==> config.mk <==
export PLATFORM = sky130hd
export DESIGN_NAME = ckmer_ram
export DESIGN_NICKNAME = d
export VERILOG_FILES = /design/src/design/ckmer_ram.sv
export SDC_FILE = /design/constraint.sdc
export NUM_CORES = 1
export LEC_CHECK = 0
export BUFFER_PORTS_ARGS = -buffer_cell sky130_fd_sc_hd__buf_4
export CORE_MARGIN = 10
export CORE_UTILIZATION = 45
export DETAILED_ROUTE_END_ITERATION = 8
export GPL_ROUTABILITY_DRIVEN = 0
export PLACE_DENSITY = 0.75
export SYNTH_ARGS = -nofsm -noshare
export SYNTH_HDL_FRONTEND = slang
export SYNTH_SLANG_ARGS = --single-unit
==> constraint.sdc <==
create_clock -name clk -period 1.9 [get_ports clk]
set_input_delay 0.38 -clock clk [delete_from_list [all_inputs] [get_ports clk]]
set_output_delay 0.38 -clock clk [all_outputs]
set_load 0.05 [all_outputs]
==> src/design/ckmer_ram.sv <==
// ----------------------------------------------------------------------------
// Generic RAM
// One write port, one read port, registered read data, no reset.
// ----------------------------------------------------------------------------
`default_nettype none

module ckmer_ram #(
	parameter int WIDTH = 8,
	parameter int DEPTH = 16
) (
	input  wire                     clk,
	input  wire                     we,
	input  wire [$clog2(DEPTH)-1:0] waddr,
	input  wire [WIDTH-1:0]         wdata,
	input  wire                     re,
	input  wire [$clog2(DEPTH)-1:0] raddr,
	output logic [WIDTH-1:0]        rdata
);

	logic [WIDTH-1:0] mem_q [DEPTH];

	always_ff @(posedge clk) begin
		if (we) begin
			mem_q[waddr] <= wdata;
		end
		if (re) begin
			rdata <= mem_q[raddr];
		end
	end

endmodule

`default_nettype wire

### Yosys cells after proc, flatten, opt, wreduce, memory -nomap -nowiden

Memories as Yosys holds them, arrays and structs flattened. A register that Yosys moved wholly into a read port is not among the register bits.
Index checks and enable logic that the tools add are counted.

* muxes and demuxes: 2

Operators with widths (count)
* $mux W1: 2

* bits in registers: 0
* memories kept: 1
* memory bits (writable): 128
* logic and storage cells: 3

Memories
* mem_q: depth 16, width 8, read ports 1, clocked after Yosys merged registers in 1, wr ports 1, line 20 `logic [WIDTH-1:0] mem_q [DEPTH];`

### Logic depth before layout (Yosys ltp)

* depth in word-level cells: 2
* depth in mapped cells: 5
* mapped depth without buffers: 3

### Least setup slack after synthesis

Ideal clock, no wire load.

* kind: in2reg
* from: input waddr[2]
* to: memory mem_q[0][0], enable pin
* buffers on the path: 0
* library setup time: 0.383 ns
* data arrival time: 1.490 ns
* stages on the path: 2
* data required time: 1.517 ns
* slack: 0.027 ns
* path through: or3b_2 nor3_1

RTL lines
* start, declared: line 13 `input wire [$clog2(DEPTH)-1:0] waddr,`
* end, declared: line 20

No word-level cell before the write port.

==> results by group <==
STA
  – Slew Limit Headroom: 75.6%
  – Hold Violations, Final: 0
  – Minimum clock period: 1560 ps
  – Final period utilization: 82.1%
  – Worst-Margin Slew: 366 ps
  – Fmax: 0.641 GHz
  – Setup Viol. Count Final: 0
  – Final Max Slew Viols: 0
  – Layout Skew: 10.6 ps
  – RSZ-0062 raised after global routing: no

Logic synthesis
  – Fraction of synthesized cell area in xor and xnor cells: 0%
  – Synth Area in Simple Gates: 3.14%
  – Top post-synthesis cells by area: edfxtp_1 (78%), mux4_2 (7.8%), mux4_1 (7.0%), a22oi_1 (2.3%), nor2_1 (0.93%)
  – Synth unique cells: 18
  – Synth area leader: edfxtp_1
  – Synthesized net count: 248
  – List of most frequent post-synthesis cells: edfxtp_1 (136), mux4_2 (18), a22oi_1 (16), mux4_1 (14), nor2_1 (13)
  – Mux contribution to synthesized area: 14.8%
  – Synth Warn #: 0
  – Main combinational cell family by area after synthesis: multiplexers
  – Ys flop type: edfxtp_1
  – Synth Register Bits: 136
  – Syn_area_per_cell: 22.8 um^2
  – Number of enable flip-flop cells after synthesis: 136
  – Post-synthesis sequential area ratio: 78.1%
  – Synth Area in Adders: 0%
  – Post-Synthesis Cells: 229
  – Synth Area in Compound Gates: 2.30%
  – Post-Syn Area: 5230 um^2
  – Top-count cell post-synth: edfxtp_1
  – Async S/R FF share, synth: 0%
  – Post-synth top area share: 78.1%

Hold path
  – WHS Path Cells: 1
  – Hold Path Class: input pin to flip-flop

Clock network
  – Hold-fix buffers, CTS: 0
  – CTS tree: done
  – Deepest level of the CTS H-tree: 4
  – Worst-path clk slew: 60 ps
  – Clock Tree Buf Depth: 2
  – Root buffer cell: clkbuf_16
  – # Post-CTS Setup Buffers: 0
  – Post-CTS resize count: 0
  – Worst skew pair latency: 410 ps
  – CTS sink count: 136
  – CTS Buf Count: 17

Detailed routing
  – Via density: 5.57
  – Drt wl/cell: 23.0 um
  – TritonRoute pass-1 iters: 4
  – 1st-iter DRT viols: 242
  – Final WL: 10200 um
  – Post-DRT Antenna Nets: 0
  – Via Count: 2469
  – DRC: 0

Final layout
  – Nets: 306
  – Area Growth Syn to Fin: 20.4%
  – Final core occ: 55.1%
  – FILL cells: 850
  – Share of layout cells above drive strength 1: 33.0%
  – N_diodes: 0

Status
  – Status: finished clean

Global routing
  – Largest net degree at the start of global routing: 17
  – Initial antenna violation count: 0
  – Tot GR Track Use: 13.2%
  – Remaining global-route overflow: 0
  – First-pass GRT wire length: 15700 um
  – Vias in the first global route: 2654

Die
  – Die ar.: 16300 um^2
  – Starting Density: 45.8%
  – Die width: 128 um
  – Ports: 27
  – Die height: 128 um
  – Row cnt: 39
  – Core area: 11400 um^2

Place
  – Hpwl dp: 6780 um
  – Number of port buffers: 26

Setup path
  – Worst Path Max Fanout: 1
  – WP data required: 2050 ps
  – Register-to-Register Path Depth: 3
  – Worst EP arrival: 1710 ps
  – CP Launch Type: flip-flop
  – Critical setup path kind: flip-flop to flip-flop
  – Worst Setup End Kind: flip-flop
  – R2R setup slack: 340 ps

Pwr
  – Pwr/cell area: 1080 nW/um^2
  – Power Total: 6810 uW
  – Leakage Power: 0.00213 uW
  – Worst vdd ir: 531 uV

Run
  – Max Cap Violations: 0
cells by family after synthesis:
kind of cell           after synthesis
AND/OR/NAND/NOR                     35
AO/OA/AOI/OAI                       16
multiplexers                        32
buffers and inverters               10
flip-flops                         136
registers in the layout (all words and copies together), names as in the netlist:
register and count:
mem_q 128, rdata 8
placed cells by master (no fill, tap or decap):
cell type,netlist,final
and2b_1,1,1
edfxtp_1,136,136
nor3_1,4,4
clkbuf_1,0,1
nor2b_1,1,1
nand3b_1,2,2
nand2b_1,2,2
bufinv_16,0,1
clkinv_4,0,2
a22oi_1,16,16
nor2_1,13,13
buf_12,0,4
nand3_1,1,1
and2_1,1,1
inv_6,0,3
clkinvlp_4,0,5
mux4_2,18,18
nand2_1,9,9
clkbuf_16,0,17
clkinv_2,0,3
or3b_2,1,1
buf_4,1,45
mux4_1,14,14
layer usage:
| layer | wire length (um) | global-route usage [%] | up-vias |
|---|---|---|---|
| met5 | 0 | 0 | - |
| met4 | 104 | 4.77 | 0 |
| met2 | 5160 | 21.3 | 94 |
| li1 | - | - | 1096 |
| met3 | 670 | 4.18 | 11 |
| met1 | 4270 | 16.4 | 1268 |
final cells by class:
cell class | count | area, um^2 | share of cell area (%)
clock buffer | 18 | 429 | 6.82
clock inverter | 14 | 126 | 2.01
multi-input combinational | 83 | 1060 | 16.8
sequential | 136 | 4080 | 64.9
tap | 143 | 179 | 2.84
timing repair buffer | 49 | 418 | 6.64
per-stage QoR:
step / cell area, um^2 / setup slack [ps] / hold slack (ps) / cells / setup TNS, ps
after floorplan: 5230 / 27.1 / 479 / 229 / 0
final: 6290 / 340 / 269 / 443 / 0
after CTS: 6290 / 321 / 269 / 443 / 0
after global routing: 6290 / 281 / 282 / 443 / 0
after detailed placement: 5740 / -34.6 / 697 / 411 / -34.6
after global placement: 5740 / 30.6 / 681 / 411 / 0
critical path, cell delays in order (launching register included):
cell      delay (ps)
edfxtp_1         390
mux4_1           510
a22oi_1          290
nand2_1          100
final timing paths:
path / from / to
hold reg to reg: mem_q[9][4] / rdata[4]
setup reg to reg: mem_q[2][3] / rdata[3]
hold / removal: wdata[2] / mem_q[13][2]
setup / recovery: mem_q[2][3] / rdata[3]
where the power goes:
group	internal [uW]	total, uW	switching (uW)
combinational	163	390	226
clock	1800	3020	1210
sequential	3380	3400	20.9
(Power assumes the default switching activity.)
